==> src/rtl/spc_pkg.sv <==
// ----------------------------------------------------------------------------
// spc_pkg: shared types and constants of the stream pattern censor
// Field widths, hash constants, opcodes, register indexes and the structs
// that pass between the sequencer, the register block and the multiplier.
// ----------------------------------------------------------------------------
package spc_pkg;

    // Sizes
    localparam int STACK_DEPTH_DEF = 4096;
    localparam int HASH_W          = 30;
    localparam int CHAR_W          = 8;
    localparam int IDX_W           = 12;
    localparam int LEN_W           = 13;
    localparam int APB_AW          = 4;
    localparam int APB_DW          = 32;
    localparam int CNT_W           = $clog2(HASH_W);

    // Hash constants
    localparam logic [HASH_W-1:0] HASH_MOD          = 30'd998244353;
    localparam logic [HASH_W-1:0] HASH_BASE         = 30'd13331;
    localparam int                HASH_BASE_W       = 14;
    localparam logic [HASH_W-1:0] HASH_BASE_ALIGNED = HASH_BASE << (HASH_W - HASH_BASE_W);

    // Opcodes
    localparam logic OP_PUSH = 1'b0;
    localparam logic OP_READ = 1'b1;

    // Register indexes
    localparam logic [1:0] REG_PAT_LEN   = 2'd0;
    localparam logic [1:0] REG_PAT_HASH  = 2'd1;
    localparam logic [1:0] REG_PAT_POWER = 2'd2;

    typedef struct packed {
        logic [LEN_W-1:0]  pat_len;
        logic [HASH_W-1:0] pat_hash;
        logic [HASH_W-1:0] pat_power;
    } t_cfg;

    // Multiplier request: b is MSB-aligned, last is the step count minus one
    typedef struct packed {
        logic              start;
        logic [HASH_W-1:0] a;
        logic [HASH_W-1:0] b;
        logic [CNT_W-1:0]  last;
    } t_mul_req;

    typedef struct packed {
        logic              done;
        logic [HASH_W-1:0] prod;
    } t_mul_rsp;

    // Reduce a value below twice the modulus
    function automatic logic [HASH_W-1:0] mod_fold(input logic [HASH_W:0] x);
        logic [HASH_W:0] t;
        t = (x >= {1'b0, HASH_MOD}) ? x - {1'b0, HASH_MOD} : x;
        return t[HASH_W-1:0];
    endfunction

endpackage

==> src/rtl/spc_cfg.sv <==
// ----------------------------------------------------------------------------
// spc_cfg: APB register block
// Holds pattern length, pattern hash and pattern power; zero-wait writes.
// ----------------------------------------------------------------------------
module spc_cfg (
    input  logic                         i_clk,
    input  logic                         i_rst_n,
    input  logic                         psel,
    input  logic                         penable,
    input  logic                         pwrite,
    input  logic [spc_pkg::APB_AW-1:0]   paddr,
    input  logic [spc_pkg::APB_DW-1:0]   pwdata,
    output logic [spc_pkg::APB_DW-1:0]   prdata,
    output logic                         pready,
    output spc_pkg::t_cfg                o_cfg
);

    spc_pkg::t_cfg r_cfg;
    logic          wr_en;
    logic [1:0]    reg_idx;

    assign wr_en   = psel && penable && pwrite;
    assign reg_idx = paddr[3:2];
    assign pready  = 1'b1;

    // Write registers
    always_ff @(posedge i_clk) begin
        if (!i_rst_n) begin
            r_cfg.pat_len   <= spc_pkg::LEN_W'(1);
            r_cfg.pat_hash  <= '0;
            r_cfg.pat_power <= spc_pkg::HASH_W'(1);
        end else if (wr_en) begin
            unique case (reg_idx)
                spc_pkg::REG_PAT_LEN:   r_cfg.pat_len   <= pwdata[spc_pkg::LEN_W-1:0];
                spc_pkg::REG_PAT_HASH:  r_cfg.pat_hash  <= pwdata[spc_pkg::HASH_W-1:0];
                spc_pkg::REG_PAT_POWER: r_cfg.pat_power <= pwdata[spc_pkg::HASH_W-1:0];
                default: ;
            endcase
        end
    end

    // Read back
    always_comb begin
        unique case (reg_idx)
            spc_pkg::REG_PAT_LEN:   prdata = spc_pkg::APB_DW'(r_cfg.pat_len);
            spc_pkg::REG_PAT_HASH:  prdata = spc_pkg::APB_DW'(r_cfg.pat_hash);
            spc_pkg::REG_PAT_POWER: prdata = spc_pkg::APB_DW'(r_cfg.pat_power);
            default:                prdata = '0;
        endcase
    end

    assign o_cfg = r_cfg;

endmodule

==> config.mk <==
export PLATFORM = sky130hd
export DESIGN_NAME = spc_cfg
export DESIGN_NICKNAME = d
export VERILOG_FILES = /design/src/rtl/spc_pkg.sv /design/src/rtl/spc_cfg.sv
export SDC_FILE = /design/constraint.sdc
export NUM_CORES = 1
export LEC_CHECK = 0
export BUFFER_PORTS_ARGS = -buffer_cell sky130_fd_sc_hd__buf_2
export CAP_MARGIN = 20
export CELL_PAD_IN_SITES_DETAIL_PLACEMENT = 1
export CELL_PAD_IN_SITES_GLOBAL_PLACEMENT = 2
export CORE_ASPECT_RATIO = 1.2
export CORE_UTILIZATION = 26
export CTS_CLUSTER_DIAMETER = 50
export DETAILED_ROUTE_END_ITERATION = 7
export PLACE_DENSITY = 0.81
export SLEW_MARGIN = 5
export SYNTH_ARGS = -nofsm -noshare
export SYNTH_HDL_FRONTEND = slang
export SYNTH_SLANG_ARGS = --single-unit
==> constraint.sdc <==
create_clock -name i_clk -period 1.38 [get_ports i_clk]
set_clock_uncertainty 0.15 [all_clocks]
set_input_delay 0.069 -clock i_clk [delete_from_list [all_inputs] [get_ports i_clk]]
set_output_delay 0.069 -clock i_clk [all_outputs]
set_load 0.01 [all_outputs]
==> results.tsv <==
stage	metric	value	unit
outcome	status	complete, no violations	
die	ios	147	
placed_design	dpl.cell_count	626	
grt	grt_pass1_vias	2992	
critical_path	crit_arrival	1.08	ns
clock_network	clockBufferDepth	2	
grt	gr-total-overflow	0	
route	routed_via_density	4.54	
critical_path	r2r_end	o_cfg[24]	
synth	yosys.area_share.simple	0.151	
synth	synth_flop_cell	dfxtp_1	
route	drt_iter0_drc	69	
worst_hold_path	min_to	o_cfg[30]	
synth	synth_edf_count	0	
die	die_width	103	um
critical_path	timing.rr.start	o_cfg[24]	
route	vias	3048	
route	wl_met1	4.03	mm
critical_path	slowest_delay	0.36	ns
layout	areaGrowthSynthToFinish	46.1	%
sta	fmax	769	MHz
layout	fill_cells	1454	
clock_network	cts_root_buf	clkbuf_16	
critical_path	startpoint_type	flop	
critical_path	required	1.16	ns
placed_design	hpwl	6.64	mm
clock_network	cts_tree	done	
route	dr_wl_met2	5.11	mm
grt	antenna_found_initial	0	
placed_design	portBuffers	139	
layout	largest_reg_flops	73	
die	rows	44	
die	core-area	12100	um2
synth	synth_area	3210	um2
route	dr.pass1.iters	4	
grt	grt_usage	0.149	
critical_path	ff2ff_path_depth	2	
synth	synth_seq_cells	73	
critical_path	crit_buf_inv	1	
sta	post-route-period-util	0.942	
sta	report.final.hold_viol_count	0	
die	start_util	0.266	
route	highest_layer	met4	
flow_run	max_cap_violations	0	
die	dieArea	12800	um2
worst_hold_path	holdPathStages	4	
clock_network	insertion_delay	0.32	ns
synth	synthMuxAreaShare	0.268	
synth	syn_inst	345	
clock_network	path_clk_slew	0.06	ns
clock_network	cts_made_buffers	9	
sta	rsz0062_at_grt	false	
placed_design	gp_congestion	0.703	
synth	syn_avg_cell_area	9.30	um2
critical_path	cp_top_family	flip-flops	
synth	synth_compound_area_frac	0.0667	
synth	synth_top_family_by_area	multiplexers	
layout	drive_above_1_share	0.337	
critical_path	slowest_stage	dfxtp_1	
synth	async_flop_share	0	
synth	yosys_warnings	0	
clock_network	htree_levels	3	
sta	setup_viol	0	
worst_hold_path	hp-start	i_rst_n	
synth	synth_xor_area_frac	0	
grt	grt_start_max_net_pins	53	
grt	grt_first_pass_wirelength	14.4	mm
power	cellLeakagePower	2.42	nW
layout	diodes	0	
synth	ys_seq_area_frac	0.456	
sta	fin_crit	1.30	ns
clock_network	post_cts_buffers	0	
sta	setup_tns	0	ns
critical_path	path_cells	mux2i_1, o21ai_0, buf_2	
route	wl_met3	334	um
route	drc	0	
layout	nets	547	
critical_path	r2r_slack	0.57	ns
synth	yosys.area_share.adder	0	
power	p_per_area	1040	nW/um2
route	drtAntennaViolNets	0	
power	ir_drop	518	uV
synth	synth_cell_types	15	
critical_path	crit_path_end_kind	primary output	
route	routed_wl	9.64	mm
die	dieHeight	124	um
sta	slew_viol_final	0	
worst_hold_path	hold_class	primary input to flop	
clock_network	cts.sinks	73	
critical_path	cp_max_fo	3	
route	wl_per_cell	14.3	um
critical_path	crit_type	flop to primary output	
layout	final_cell_count_no_fill	672	
## cell type report
cell class,instances,area [um2],area share
Sequential cell,73,1470,0.313
Timing Repair Buffer,180,1140,0.244
Tap cell,161,201,0.0430
Multi-Input combinational cell,242,1580,0.337
Clock buffer,10,239,0.0510
Clock inverter,6,57.6,0.0123
## layout by cell type (no fill, tap or decap)
cell type,count
a22o_1,17
buf_12,5
buf_2,139
buf_4,6
bufinv_16,1
clkbuf_16,9
clkbuf_8,1
clkinv_2,4
clkinvlp_4,1
conb_1,3
dfxtp_1,70
dfxtp_2,3
dlygate4sd3_1,30
mux2i_1,86
nand2_1,114
nand3_1,1
nand4_1,1
nor2b_1,3
nor2b_2,2
nor3b_2,1
o21ai_0,9
o21ai_1,4
or3_1,1
## how the worst max path moves through the flow
stage | start | endpoint | slack, ns | depth (start not counted)
floorplan | paddr[2] | o_cfg[60] | 0.20 | 5
global placement | pwrite | o_cfg[52] | 0.13 | 5
detailed placement | pwrite | o_cfg[56] | 0.06 | 5
CTS | o_cfg[41] | prdata[11] | 0.02 | 3
global route | o_cfg[63] | prdata[3] | 0.006 | 3
finish | o_cfg[31] | prdata[1] | 0.08 | 3
## power breakdown
group | switching, mW | internal, mW | leakage [nW]
logic | 0.224 | 0.202 | 1.68
clock network | 0.849 | 1.43 | 0.148
registers | 0.0221 | 2.14 | 0.591
total | 1.09 | 3.77 | 2.42
## routing by layer
layer	GRT usage	vias up
met5	0	-
met4	0.0651	0
met3	0.0219	14
met2	0.281	86
met1	0.164	1479
li1	-	1469
## stage by stage
step | power [mW] | cell area [um2] | hold slack (ns) | setup slack (ns) | utilization
floorplan | 2.41 | 3210 | 0.0611 | 0.196 | -
global placement | 2.55 | 4080 | 0.189 | 0.130 | 0.339
detailed placement | 2.57 | 4080 | 0.197 | 0.0573 | 0.339
CTS | 4.97 | 4680 | 0.0941 | 0.0212 | 0.388
global route | 5.08 | 4680 | 0.119 | 0.00612 | 0.389
finish | 4.87 | 4680 | 0.102 | 0.0802 | 0.389
## synthesized netlist by cell type (2+ instances only)
library cell,count,area [um2]
nand2_1,114,428
mux2i_1,86,861
dfxtp_1,73,1460
a22o_1,17,149
clkbuf_1,14,52.6
o21ai_0,13,65.1
buf_4,9,67.6
buf_2,5,25.0
nor2b_1,5,31.3
buf_6,3,33.8
conb_1,2,7.51
## what timing repair did
item / in CTS / in global routing
hold buffers: 30 / 0
hold endpoints to repair: 73 / 0
setup endpoints to repair: 0 / 5
gates resized for setup: 0 / 7
## logic make-up after synthesis
group / count (synthesis)
flops: 73
compound gates: 30
mux: 86
buf+inv: 31
simple gates: 123
other cells: 2
## tightest hold or removal path, stage by stage
cell and delay, ns:
buf_2 0.13, buf_12 0.18, nand2_1 0.09, mux2i_1 0.05
(Power assumes the default switching activity.)
