`src/rtl/spc_ram.sv`:
```
// ----------------------------------------------------------------------------
// spc_ram: generic single-write, single-read RAM
// One write port and one read port, read data registered.
// ----------------------------------------------------------------------------
module spc_ram #(
    parameter int WIDTH = 8,
    parameter int DEPTH = 16
) (
    input  logic                     i_clk,
    input  logic                     i_we,
    input  logic [$clog2(DEPTH)-1:0] i_waddr,
    input  logic [WIDTH-1:0]         i_wdata,
    input  logic [$clog2(DEPTH)-1:0] i_raddr,
    output logic [WIDTH-1:0]         o_rdata
);

    logic [WIDTH-1:0] r_mem [DEPTH];
    logic [WIDTH-1:0] r_rdata;

    // Write and registered read
    always_ff @(posedge i_clk) begin
        if (i_we) begin
            r_mem[i_waddr] <= i_wdata;
        end
        r_rdata <= r_mem[i_raddr];
    end

    assign o_rdata = r_rdata;

endmodule

```
`config.mk`:
```
export PLATFORM = sky130hd
export DESIGN_NAME = spc_ram
export DESIGN_NICKNAME = d
export VERILOG_FILES = /design/src/rtl/spc_ram.sv
export SDC_FILE = /design/constraint.sdc
export NUM_CORES = 1
export LEC_CHECK = 0
export ABC_AREA = 1
export BUFFER_PORTS_ARGS = -buffer_cell sky130_fd_sc_hd__buf_4
export CAP_MARGIN = 40
export CORE_MARGIN = 3
export CORE_UTILIZATION = 37
export DETAILED_ROUTE_END_ITERATION = 10
export SYNTH_ARGS = -nofsm -noshare
export SYNTH_HDL_FRONTEND = slang
export SYNTH_SLANG_ARGS = --single-unit
```
`constraint.sdc`:
```
create_clock -name i_clk -period 3.8 [get_ports i_clk]
set_clock_uncertainty 0.1 [all_clocks]
set_input_delay 0.57 -clock i_clk [delete_from_list [all_inputs] [get_ports i_clk]]
set_output_delay 0.57 -clock i_clk [all_outputs]
set_load 0.01 [all_outputs]
```
==> flow_metrics.py, run 1 <==
metrics = {
    "outcome": {
        "status": "finished clean",
    },
    "critical_path": {
        "cp_max_fo": 65,
        "arrival_ns": 2.33,
        "cp_cell_sequence": "buf_4, inv_2, buf_12, nand2_1, nand2_1, nand2_1, nand3_1, nand3_1, nand2_1",
        "start_kind": "input port",
        "critPathKind": "input port to flop",
        "critPathMaxStageDelay_ns": 0.52,
        "cp_data_required_time_ns": 4.00,
        "cpMostUsedCell": "nand2_1",
        "path_buf_inv": 3,
        "end_kind": "flop",
        "crit_family": "buffers and inverters",
        "crit_path_top_delay_cell": "buf_4",
    },
    "sta": {
        "slew_violations": 0,
        "timing.fmax_mhz": 470,
        "rsz0062_at_grt": "false",
        "fin_crit_sh": 0.560,
        "setup_viol": 0,
        "tns_ns": 0,
        "fin_crit_ns": 2.13,
        "final-hold-violation-count": 0,
        "worst_slew_pin_slew_ns": 0.901,
        "slew_headroom": 0.397,
    },
    "clock_network": {
        "clock_sinks": 136,
        "cts_setup_buffers": 0,
        "path_clk_slew_ns": 0.06,
        "h-tree-depth": 4,
        "clk_latency_ns": 0.41,
        "clk_path_buf_depth": 2,
        "cts_resized": 0,
        "numCtsBuffers": 17,
        "cts_root_buffer": "clkbuf_16",
        "cts_hold_buf": 0,
        "cts_tree": "done",
    },
    "synthesis": {
        "ys_types": 12,
        "synth_area_leaders": "edfxtp_1, nand2_1, nand3_1",
        "synthesis.nets": 569,
        "yosysTopAreaCellShare": 0.667,
        "synthCells": 551,
        "synth_top_area_cell": "edfxtp_1",
        "ys_ff_latch": 136,
        "syn_area_um2": 5770,
        "yosysSeqAreaShare": 0.694,
        "syn_area_per_cell_um2": 10.5,
        "yosysWarnings": 0,
    },
    "detailed_routing": {
        "wl_per_cell_um": 16.1,
        "firstDrtPassIters": 5,
        "vias": 3691,
        "detail-route-antenna-nets": 0,
        "drc_errors": 0,
        "vias_per_cell": 4.76,
        "routed_wl_um": 12500,
        "drt-initial-drc-count": 363,
    },
    "power": {
        "power.ir.vdd_worst_mv": 0.267,
        "cellPowerDensity_nw_per_um2": 529,
        "power.leakage_uw": 0.00283,
        "total_power_uw": 3520,
    },
    "hold_path": {
        "hp-class": "input port to flop",
    },
    "placed_design": {
        "gp_congestion": 0.803,
        "hpwl_um": 7710,
        "io_buffer_count": 25,
    },
    "finish": {
        "drive_above_1_share": 0.102,
        "nFillCells": 1427,
        "final-seq-area_um2": 4000,
        "syn_to_final_growth_pct": 15.4,
        "final_common_cell": "nand2_1",
        "multiInputGateArea_um2": 1210,
        "num_antenna_cells": 0,
        "mostFrequentLayoutCells": "nand2_1, edfxtp_1, inv_1",
        "fin_nets": 593,
    },
    "job": {
        "cap_viol_max_count": 0,
    },
    "global_route": {
        "grt_overflow": 0,
        "antenna_found_initial": 0,
        "grt_pass1_vias": 3627,
        "grt_pass1_wl_um": 19700,
        "grt_max_degree": 66,
        "grt.total_usage": 0.156,
    },
    "die": {
        "die_w_um": 131,
        "die_h_um": 131,
        "num_io_pins": 26,
        "core_area_um2": 15200,
        "std_cell_rows": 45,
        "die-area_um2": 17100,
        "start_util": 0.379,
    },
}
==> power by group <==
part | internal, uW | leakage (uW) | switching [uW]
Combinational | 64.4 | 0.00134 | 142
Clock | 1020 | 0.000273 | 600
Sequential | 1680 | 0.00122 | 10.8
Total | 2760 | 0.00283 | 753
==> area by class of cell <==
class | instances | area share
clock buffers | 18 | 0.0645
clock inverters | 14 | 0.0239
inverters | 102 | 0.0575
multi-input cells | 289 | 0.182
flip-flops and latches | 136 | 0.602
well taps | 188 | 0.0354
repair buffers | 29 | 0.0346
==> flip-flops by register name (all words and copies together) (netlist names) <==
register	count
r_mem	128
o_rdata	8
==> worst paths after layout <==
path                                  start          end  slack (ns)  cells past startpoint
worst max-delay path             i_raddr[0]   o_rdata[7]        1.67                      9
worst min-delay path             i_wdata[4]  r_mem[8][4]        0.39                      1
worst max register to register  r_mem[9][2]   o_rdata[2]        2.59                      6
worst min register to register  r_mem[7][7]   o_rdata[7]        0.56                      6
==> through the flow <==
step / instances / worst slack, ns / util / hold slack, ns / instance area [um^2]
final: 776 / 1.67 / 0.438 / 0.389 / 6650
after global routing: 776 / 1.48 / 0.438 / 0.380 / 6650
after CTS: 776 / 1.64 / 0.438 / 0.380 / 6650
after detailed placement: 744 / 1.22 / 0.399 / 0.552 / 6070
after global placement: 740 / 1.14 / 0.396 / 0.546 / 6020
after floorplan: 551 / 2.18 / - / 0.507 / 5770
==> Yosys cell counts, drive strengths merged <==
master and count:
edfxtp 128, nor2 17, dfxtp 8, nand3 97, inv 102, buf 24, nand3b 2, nand2 173
==> worst register-to-register path: cells and delay by family (launching register included) <==
kind / cells / cell delay, ns
AND/OR/NAND/NOR: 5 / 0.58
buffers and inverters: 1 / 0.06
flip-flops: 1 / 0.36
==> per-layer routing <==
metal | up-vias | global-route usage | wire length [um]
met5 | - | 0 | 0
met4 | 0 | 0.0641 | 327
met3 | 24 | 0.0341 | 482
met2 | 91 | 0.252 | 6010
met1 | 1760 | 0.206 | 5660
li1 | 1816 | - | -
==> kinds of logic after synthesis <==
| logic type | count (synthesis) | share of synthesized area |
|---|---|---|
| buffers and inverters | 126 | 0.0952 |
| and+or+nand+nor | 289 | 0.210 |
| DFF | 136 | 0.694 |
No activity file was read; power rests on OpenSTA's default activity.
==> run 2: changes to the inputs <==
clock period = 2 ns   (was 3.8 ns; I/O delays follow)
==> run 2 against run 1 <==
- core utilization is 0.49 points higher
- via count decreased by 0.92%
- critical path type is now flop to output port
- highest routed layer unchanged
- power grew 84%
==> flow_metrics.py, run 2 (synthesized netlist as in run 1, its figures left out) <==
metrics = {
    "detailed_routing": {
        "vias": 3657,
        "vias_per_cell": 4.61,
        "wl_met3_um": 663,
        "highest_layer": "met4",
        "wl_met2_um": 5960,
        "routed_wl_um": 12300,
        "wl_per_cell_um": 15.5,
        "drc_errors": 0,
        "detail-route-antenna-nets": 0,
        "firstDrtPassIters": 5,
        "met1Wirelength_um": 5420,
        "drt-initial-drc-count": 319,
    },
    "global_route": {
        "antenna_found_initial": 0,
        "grt_max_degree": 33,
        "grt.total_usage": 0.155,
        "grt_overflow": 0,
        "grt_pass1_wl_um": 19600,
        "grt_pass1_vias": 3528,
    },
    "clock_network": {
        "cts_tree": "done",
        "h-tree-depth": 4,
        "numCtsBuffers": 17,
        "path_clk_slew_ns": 0.05,
        "clk_latency_ns": 0.40,
        "cts_root_buffer": "clkbuf_16",
        "clk_path_buf_depth": 2,
        "cts_resized": 0,
        "cts_setup_buffers": 0,
        "cts_hold_buf": 0,
        "clock_sinks": 136,
    },
    "die": {
        "std_cell_rows": 45,
        "die_w_um": 131,
        "core_area_um2": 15200,
        "die_h_um": 131,
        "die-area_um2": 17100,
        "num_io_pins": 26,
        "start_util": 0.379,
    },
    "finish": {
        "syn_to_final_growth_pct": 16.7,
        "fin_nets": 610,
        "regMostFlops": "r_mem",
        "drive_above_1_share": 0.121,
        "final_cells": 793,
        "final_common_cell": "nand2_1",
        "num_antenna_cells": 0,
        "fin_area_um2": 6730,
        "largest_register_ff_count": 128,
        "nFillCells": 1396,
        "mostFrequentLayoutCells": "nand2_1, edfxtp_1, inv_1",
    },
    "sta": {
        "timing.final.ws_setup_ns": 0.692,
        "tns_ns": 0,
        "worst_slew_pin_slew_ns": 0.616,
        "slew_violations": 0,
        "fin_crit_ns": 1.31,
        "rsz0062_at_grt": "false",
        "timing.fmax_mhz": 765,
        "slew_headroom": 0.588,
        "final-hold-violation-count": 0,
        "setup_viol": 0,
        "fin_crit_sh": 0.654,
        "fin_hold_ws_ns": 0.109,
    },
    "critical_path": {
        "cp_data_required_time_ns": 1.60,
        "r2r-end": "o_rdata[5]",
        "cp_cell_sequence": "buf_4",
        "r2r_cells": 6,
        "arrival_ns": 0.91,
        "cp_max_fo": 1,
        "crit_path_top_delay_cell": "dfxtp_1",
        "critPathMaxStageDelay_ns": 0.36,
        "critPathKind": "flop to output port",
        "cp.depth": 1,
        "worstSetupStartpoint": "o_rdata[3]",
        "cp-endpoint": "o_rdata[3]",
        "crit_family": "flip-flops",
        "rrSetupSlack_ns": 0.85,
        "start_kind": "flop",
        "end_kind": "output port",
        "r2r-start": "r_mem[11][5]",
        "path_buf_inv": 1,
    },
    "placed_design": {
        "placedCellCount": 761,
        "io_buffer_count": 25,
        "place_area_um2": 6180,
        "hpwl_um": 7770,
        "gp_congestion": 0.862,
        "dp_worst_setup_slack_ns": 0.403,
    },
    "hold_path": {
        "hold_start": "i_raddr[3]",
        "hp-class": "input port to flop",
    },
    "power": {
        "power.ir.vdd_worst_mv": 0.541,
        "cellPowerDensity_nw_per_um2": 963,
        "power.leakage_uw": 0.00291,
    },
    "job": {
        "cap_viol_max_count": 0,
    },
    "outcome": {
        "status": "finished clean",
    },
}
==> run 2: cell types whose count changed in the layout (fill, tap and decap cells not counted) <==
cell        delta
buf_12         -1
clkinv_2       +1
bufinv_16      -1
buf_4         +18
clkinvlp_4     -4
clkbuf_1       +4
==> run 2: routing by layer <==
| metal | vias to the layer above | track usage |
|---|---|---|
| li1 | 1853 | - |
| met1 | 1679 | 0.207 |
| met2 | 109 | 0.244 |
| met3 | 16 | 0.0402 |
| met4 | 0 | 0.0629 |
| met5 | - | 0 |
==> run 2: area by class of cell <==
cell class                 instances  area [um^2]  share of cell area
clock buffer                      22          444              0.0660
tap                              188          235              0.0350
timing repair buffer              46          345              0.0513
sequential                       136         4000               0.595
inverter                         102          383              0.0569
multi-input combinational        289         1210               0.180
clock inverter                    10          104              0.0154
==> run 2: worst min path at each step <==
| stage | endpoint | slack [ns] | cells past startpoint |
|---|---|---|---|
| after floorplan | r_mem[0][0] | 0.30 | 0 |
| after global placement | o_rdata[0] | 0.53 | 3 |
| after detailed placement | o_rdata[0] | 0.53 | 3 |
| after CTS | o_rdata[0] | 0.1 | 3 |
| after global routing | o_rdata[0] | 0.11 | 3 |
| final | o_rdata[0] | 0.11 | 3 |
==> run 2: power by group <==
group | total, uW | leakage [uW] | switching (uW) | internal, uW
logic | 401 | 0.00142 | 271 | 130
clock network | 2870 | 0.000267 | 1060 | 1820
registers | 3210 | 0.00122 | 20.1 | 3190
==> run 2: stage by stage <==
step           total power [uW]   util
3_5_place_dp               3670  0.407
2_1_floorplan              3490      -
5_1_grt                    6720  0.443
3_3_place_gp               3670  0.407
4_1_cts                    6550  0.443
6_report                   6480  0.443
