===== src/rtl/spc_pkg.sv =====
// ----------------------------------------------------------------------------
// spc_pkg: shared types and constants of the stream pattern censor
// Field widths, hash constants, opcodes, register indexes and the structs
// that pass between the sequencer, the register block and the multiplier.
// ----------------------------------------------------------------------------
package spc_pkg;

    // Sizes
    localparam int STACK_DEPTH_DEF = 4096;
    localparam int HASH_W          = 30;
    localparam int CHAR_W          = 8;
    localparam int IDX_W           = 12;
    localparam int LEN_W           = 13;
    localparam int APB_AW          = 4;
    localparam int APB_DW          = 32;
    localparam int CNT_W           = $clog2(HASH_W);

    // Hash constants
    localparam logic [HASH_W-1:0] HASH_MOD          = 30'd998244353;
    localparam logic [HASH_W-1:0] HASH_BASE         = 30'd13331;
    localparam int                HASH_BASE_W       = 14;
    localparam logic [HASH_W-1:0] HASH_BASE_ALIGNED = HASH_BASE << (HASH_W - HASH_BASE_W);

    // Opcodes
    localparam logic OP_PUSH = 1'b0;
    localparam logic OP_READ = 1'b1;

    // Register indexes
    localparam logic [1:0] REG_PAT_LEN   = 2'd0;
    localparam logic [1:0] REG_PAT_HASH  = 2'd1;
    localparam logic [1:0] REG_PAT_POWER = 2'd2;

    typedef struct packed {
        logic [LEN_W-1:0]  pat_len;
        logic [HASH_W-1:0] pat_hash;
        logic [HASH_W-1:0] pat_power;
    } t_cfg;

    // Multiplier request: b is MSB-aligned, last is the step count minus one
    typedef struct packed {
        logic              start;
        logic [HASH_W-1:0] a;
        logic [HASH_W-1:0] b;
        logic [CNT_W-1:0]  last;
    } t_mul_req;

    typedef struct packed {
        logic              done;
        logic [HASH_W-1:0] prod;
    } t_mul_rsp;

    // Reduce a value below twice the modulus
    function automatic logic [HASH_W-1:0] mod_fold(input logic [HASH_W:0] x);
        logic [HASH_W:0] t;
        t = (x >= {1'b0, HASH_MOD}) ? x - {1'b0, HASH_MOD} : x;
        return t[HASH_W-1:0];
    endfunction

endpackage


===== src/rtl/spc_modmul.sv =====
// ----------------------------------------------------------------------------
// spc_modmul: shared serial modular multiplier
// Double-and-add over the bits of b, MSB first, one bit per cycle, keeping
// the accumulator below the hash modulus. Both operands must be reduced.
// ----------------------------------------------------------------------------
module spc_modmul (
    input  logic              i_clk,
    input  logic              i_rst_n,
    input  spc_pkg::t_mul_req i_req,
    output spc_pkg::t_mul_rsp o_rsp
);

    logic                        r_busy;
    logic                        r_done;
    logic [spc_pkg::CNT_W-1:0]   r_cnt;
    logic [spc_pkg::HASH_W-1:0]  r_acc;
    logic [spc_pkg::HASH_W-1:0]  r_a;
    logic [spc_pkg::HASH_W-1:0]  r_b;
    logic [spc_pkg::HASH_W-1:0]  dbl;
    logic [spc_pkg::HASH_W-1:0]  addend;
    logic [spc_pkg::HASH_W-1:0]  n_acc;

    // One step: acc = 2*acc + bit*a, both folded into range
    always_comb begin
        dbl    = spc_pkg::mod_fold({r_acc, 1'b0});
        addend = r_b[spc_pkg::HASH_W-1] ? r_a : '0;
        n_acc  = spc_pkg::mod_fold({1'b0, dbl} + {1'b0, addend});
    end

    // Step counter and done pulse
    always_ff @(posedge i_clk) begin
        if (!i_rst_n) begin
            r_busy <= 1'b0;
            r_done <= 1'b0;
            r_cnt  <= '0;
        end else begin
            r_done <= 1'b0;
            if (i_req.start) begin
                r_busy <= 1'b1;
                r_cnt  <= i_req.last;
            end else if (r_busy) begin
                r_cnt <= r_cnt - 1'b1;
                if (r_cnt == '0) begin
                    r_busy <= 1'b0;
                    r_done <= 1'b1;
                end
            end
        end
    end

    // Operands and accumulator
    always_ff @(posedge i_clk) begin
        if (i_req.start) begin
            r_acc <= '0;
            r_a   <= i_req.a;
            r_b   <= i_req.b;
        end else if (r_busy) begin
            r_acc <= n_acc;
            r_b   <= r_b << 1;
        end
    end

    assign o_rsp.done = r_done;
    assign o_rsp.prod = r_acc;

endmodule


===== config.mk =====
export PLATFORM = sky130hd
export DESIGN_NAME = spc_modmul
export DESIGN_NICKNAME = d
export VERILOG_FILES = /design/src/rtl/spc_pkg.sv /design/src/rtl/spc_modmul.sv
export SDC_FILE = /design/constraint.sdc
export NUM_CORES = 1
export LEC_CHECK = 0
export BUFFER_PORTS_ARGS = -buffer_cell sky130_fd_sc_hd__buf_2
export CAP_MARGIN = 20
export CORE_MARGIN = 3
export CORE_UTILIZATION = 50
export CTS_BUF_LIST = sky130_fd_sc_hd__clkbuf_4 sky130_fd_sc_hd__clkbuf_8 sky130_fd_sc_hd__clkbuf_16
export DETAILED_ROUTE_END_ITERATION = 16
export PLACE_DENSITY = 0.76
export SLEW_MARGIN = 20
export SYNTH_ARGS = -nofsm -noshare
export SYNTH_HDL_FRONTEND = slang
export SYNTH_SLANG_ARGS = --single-unit

===== constraint.sdc =====
create_clock -name i_clk -period 9.1 [get_ports i_clk]
set_input_delay 1.365 -clock i_clk [delete_from_list [all_inputs] [get_ports i_clk]]
set_output_delay 1.365 -clock i_clk [all_outputs]
set_load 0.02 [all_outputs]

==> impl_table.tex <==
\begin{tabular}{lr}
\hline
Metric & Value \\
\hline
\multicolumn{2}{l}{\textbf{Outcome}} \\
\quad Status & complete, no violations \\
\multicolumn{2}{l}{\textbf{Setup path}} \\
\quad Launch point of the worst reg-to-reg path & r\_acc[5] \\
\quad Critical Path Source Type & flop \\
\quad CP Max Fanout & 22 \\
\quad Reg2Reg Depth & 22 \\
\quad Crit path required time & 9.31 ns \\
\quad Biggest cell delay along the critical path & 0.62 ns \\
\quad Worst setup path start & r\_acc[5] \\
\quad Crit path kind & reg -> reg \\
\quad Crit path arrival time & 7.58 ns \\
\quad Ordered cell list for the critical path & nor4\_2 -> and4bb\_2 -> nand4b\_1 -> or3\_1 -> nor4\_1 -> nand2\_1 -> a41o\_1 -> a41o\_1 -> nand3\_2 -> nor3\_1 -> xor2\_1 -> ha\_1 -> a21oi\_1 -> o21ai\_0 -> o311ai\_1 -> nor2\_1 -> nor3\_1 -> a31o\_2 -> o2111a\_2 -> o2111ai\_1 -> xnor2\_1 -> o21ai\_1 \\
\quad Cell with the largest stage delay on the worst path & o311ai\_1 \\
\quad Kind of end point of the critical path & flop \\
\multicolumn{2}{l}{\textbf{Placement}} \\
\quad Cell area after placement & 7610 um2 \\
\quad PortBufs & 98 \\
\quad Weighted congestion reported at the end of routability-driven placement & 0.961 \\
\quad Half-perimeter wire length of the detailed placement result & 14500 um \\
\multicolumn{2}{l}{\textbf{Timing}} \\
\quad Worst-Margin Slew & 0.982 ns \\
\quad Total Neg Setup Slack & 0 ns \\
\quad Achievable clock frequency & 136 MHz \\
\quad Hold slack final & 0.506 ns \\
\quad Max transition margin & 34.5\% \\
\quad Count of pins over their slew limit & 0 \\
\quad Final hold violation count & 0 \\
\quad Final min period & 7.37 ns \\
\quad Setup Skew & 0.0147 ns \\
\quad Setup repair after global routing missed its margin & no \\
\quad Setup-violating endpoint count in the final report & 0 \\
\quad Ratio of final minimum period to clock period & 81.0\% \\
\multicolumn{2}{l}{\textbf{Die}} \\
\quad Core area & 13500 um2 \\
\quad DIE WIDTH & 124 um \\
\quad Cell Rows & 42 \\
\quad Number of ports placed on the die boundary & 99 \\
\quad Effective utilization at floorplan & 52.1\% \\
\quad Vertical die dimension & 124 um \\
\quad Die area & 15500 um2 \\
\multicolumn{2}{l}{\textbf{Run}} \\
\quad Maxcap violations & 0 \\
\multicolumn{2}{l}{\textbf{Power}} \\
\quad Net switching power of the design & 542 uW \\
\quad Clock network power share & 27.1\% \\
\quad Fraction of power spent switching nets & 37.7\% \\
\quad Combinational cell fraction of total power & 34.9\% \\
\quad Cell-internal power & 896 uW \\
\quad Proportion of power drawn by flip-flops and latches & 38.0\% \\
\quad Standby leakage power & 0.00323 uW \\
\quad Power per standard cell area & 182 nW/um2 \\
\quad Peak supply drop & 0.115 mV \\
\multicolumn{2}{l}{\textbf{Global routing}} \\
\quad Via count of the first global-routing pass & 6135 \\
\quad Initial antenna violation count & 0 \\
\quad Global-route usage over all layers & 25.2\% \\
\quad Total congestion overflow after global routing & 0 \\
\quad Wire length of the first global-routing pass & 31800 um \\
\quad Pin count of the biggest net entering global routing & 57 \\
\multicolumn{2}{l}{\textbf{Logic synthesis}} \\
\quad Synth unique cells & 77 \\
\quad Post-Syn Area & 7000 um2 \\
\quad Fraction of synthesis flops using an asynchronous set or reset pin & 0\% \\
\quad Sequential share of the synthesized area & 36.3\% \\
\quad Leading cell types by total area after synthesis & edfxtp\_1, dfxtp\_1, ha\_1 \\
\quad Most common flop cell mapped by yosys & edfxtp\_1 \\
\quad Average footprint of a synthesized cell & 9.13 um2 \\
\quad EDFF count, synth & 60 \\
\quad Leading area contributor after synthesis & edfxtp\_1 \\
\quad Total nets after synthesis & 871 \\
\quad Synthesis Warnings & 0 \\
\quad Synthesis-stage register bit count & 97 \\
\quad Post-synthesis instance total & 767 \\
\quad Share of the synthesized area in the top cell type & 25.7\% \\
\multicolumn{2}{l}{\textbf{Cells and area}} \\
\quad Area of all placed cells without fillers & 7910 um2 \\
\quad Fin nets & 953 \\
\quad Leading cell type in the layout, fill and taps excluded & buf\_2 \\
\quad Commonest cells after routing, fill and taps aside & buf\_2, nand2\_1, nor2\_1 \\
\quad Growth of design area from synthesis to finish & 13.0\% \\
\quad Ant. Diodes & 0 \\
\quad Share of cells above drive strength 1 & 20.4\% \\
\multicolumn{2}{l}{\textbf{Clock tree}} \\
\quad CTS tree & done \\
\quad Gates resized, CTS repair & 0 \\
\quad Post-CTS setup-driven buffer insertion count & 0 \\
\quad Total number of clock tree sinks & 97 \\
\quad Cell at the root of the clock tree & clkbuf\_16 \\
\quad Buffer levels on the longest clock path & 2 \\
\quad Source-to-sink clock delay at the later pin of the worst-skew pair & 0.37 ns \\
\quad Hold buffer count at CTS & 0 \\
\quad H-Tree Level Count & 3 \\
\quad Clock transition time at the flip-flop clock pins of the worst setup and hold paths & 0.08 ns \\
\quad Number of buffers created by CTS & 9 \\
\multicolumn{2}{l}{\textbf{Worst hold path}} \\
\quad Start point of the worst hold path & r\_acc[19] \\
\quad Worst hold path class & reg -> reg \\
\quad Cell count of the worst hold path & 2 \\
\multicolumn{2}{l}{\textbf{Detailed routing}} \\
\quad Number of remaining DRC errors & 0 \\
\quad Sum of routed wire segments on met1 & 8740 um \\
\quad Post-detailed-route wirelength per cell & 19.1 um \\
\quad Iter 0 DRT Violations & 728 \\
\quad Final wirelength & 19700 um \\
\quad Met3 layer wire length in the routed design & 1330 um \\
\quad DR vias & 6351 \\
\quad Detailed-routing iteration count for the pre-antenna-repair pass & 5 \\
\quad Met2 wire length & 9150 um \\
\quad Post-route antenna net violation count & 0 \\
\quad Via count normalized by instance count & 6.17 \\
\quad Top routing layer in use & met4 \\
\hline
\end{tabular}
==> cells in the mapped netlist, types with 4 or more instances <==
master and count:
nand3_1 13, xor2_1 33, nand2_1 75, o21ai_1 12
o211ai_2 4, a211oi_1 14, inv_1 13, o211ai_1 15
a31oi_1 6, o2111ai_1 10, a21oi_1 53, a21o_1 11
and2_1 33, and3_1 8, nand2b_1 7, buf_2 5
dfxtp_1 37, nor2_1 63, xnor2_1 36, ha_1 35
nor3_1 21, or3_1 8, nand4_1 12, o21a_1 9
mux2_2 29, nor4_1 4, nor3b_1 4, edfxtp_1 60
o31ai_1 4, o21ai_0 41, and4_1 8, clkbuf_1 22
==> layer usage <==
metal  GRT usage, %  vias to the layer above
met5              0                        -
li1               -                     3034
met3           5.57                       42
met1           33.8                     3042
met4           6.90                        0
met2           41.3                      233
==> worst paths after layout <==
kind | slack (ns) | to
worst max-delay path | 1.73 | r_acc[19]
worst max register to register | 1.73 | r_acc[19]
worst min-delay path | 0.51 | r_acc[19]
worst min register to register | 0.51 | r_acc[19]
==> cells by family after synthesis <==
family | Yosys count | synth area share [%]
AND/OR/NAND/NOR | 277 | 20.5
AO/OA/AOI/OAI | 216 | 20.8
flip-flops | 97 | 36.3
XOR/XNOR | 69 | 8.63
buffers and inverters | 43 | 2.57
adder cells (fa/ha/maj) | 36 | 6.54
multiplexers | 29 | 4.66
==> cell type report <==
cell class                      instances  area [um2]
Fill cell                            1257        5540
Multi-Input combinational cell        627        4280
Sequential cell                        97        2540
Timing Repair Buffer                  101         515
Clock buffer                            9         225
Tap cell                              176         220
Clock inverter                          7        75.1
Inverter                               13        48.8
==> worst max-delay path, delay by kind of cell (launching register included) <==
kind	cells	cell delay [ns]
XOR/XNOR	2	0.38
flip-flops	1	0.37
AND/OR/NAND/NOR	10	2.91
AO/OA/AOI/OAI	9	3.12
adder cells (fa/ha/maj)	1	0.42
==> registers in the layout (all words and copies together) (netlist names) <==
register  flops
r_b          30
r_busy        1
r_done        1
r_acc        30
r_a          30
r_cnt         5
==> per-stage QoR <==
| step | util (%) | power (uW) | cells | worst slack [ns] |
|---|---|---|---|---|
| 2_1_floorplan | - | 911 | 767 | 3.19 |
| 3_3_place_gp | 56.6 | 1040 | 1014 | 1.93 |
| 3_5_place_dp | 56.6 | 1050 | 1014 | 1.84 |
| 4_1_cts | 58.8 | 1440 | 1030 | 1.80 |
| 5_1_grt | 58.8 | 1520 | 1030 | 1.11 |
| 6_report | 58.8 | 1440 | 1030 | 1.73 |
==> power groups by stage <==
stage	sequential, uW	clock [uW]	combinational (uW)
2_1_floorplan	560	0	352
3_3_place_gp	555	0	489
3_5_place_dp	556	0	491
4_1_cts	547	397	494
5_1_grt	553	417	550
6_report	547	391	501
Note: power is estimated with default switching activity, not from simulation.
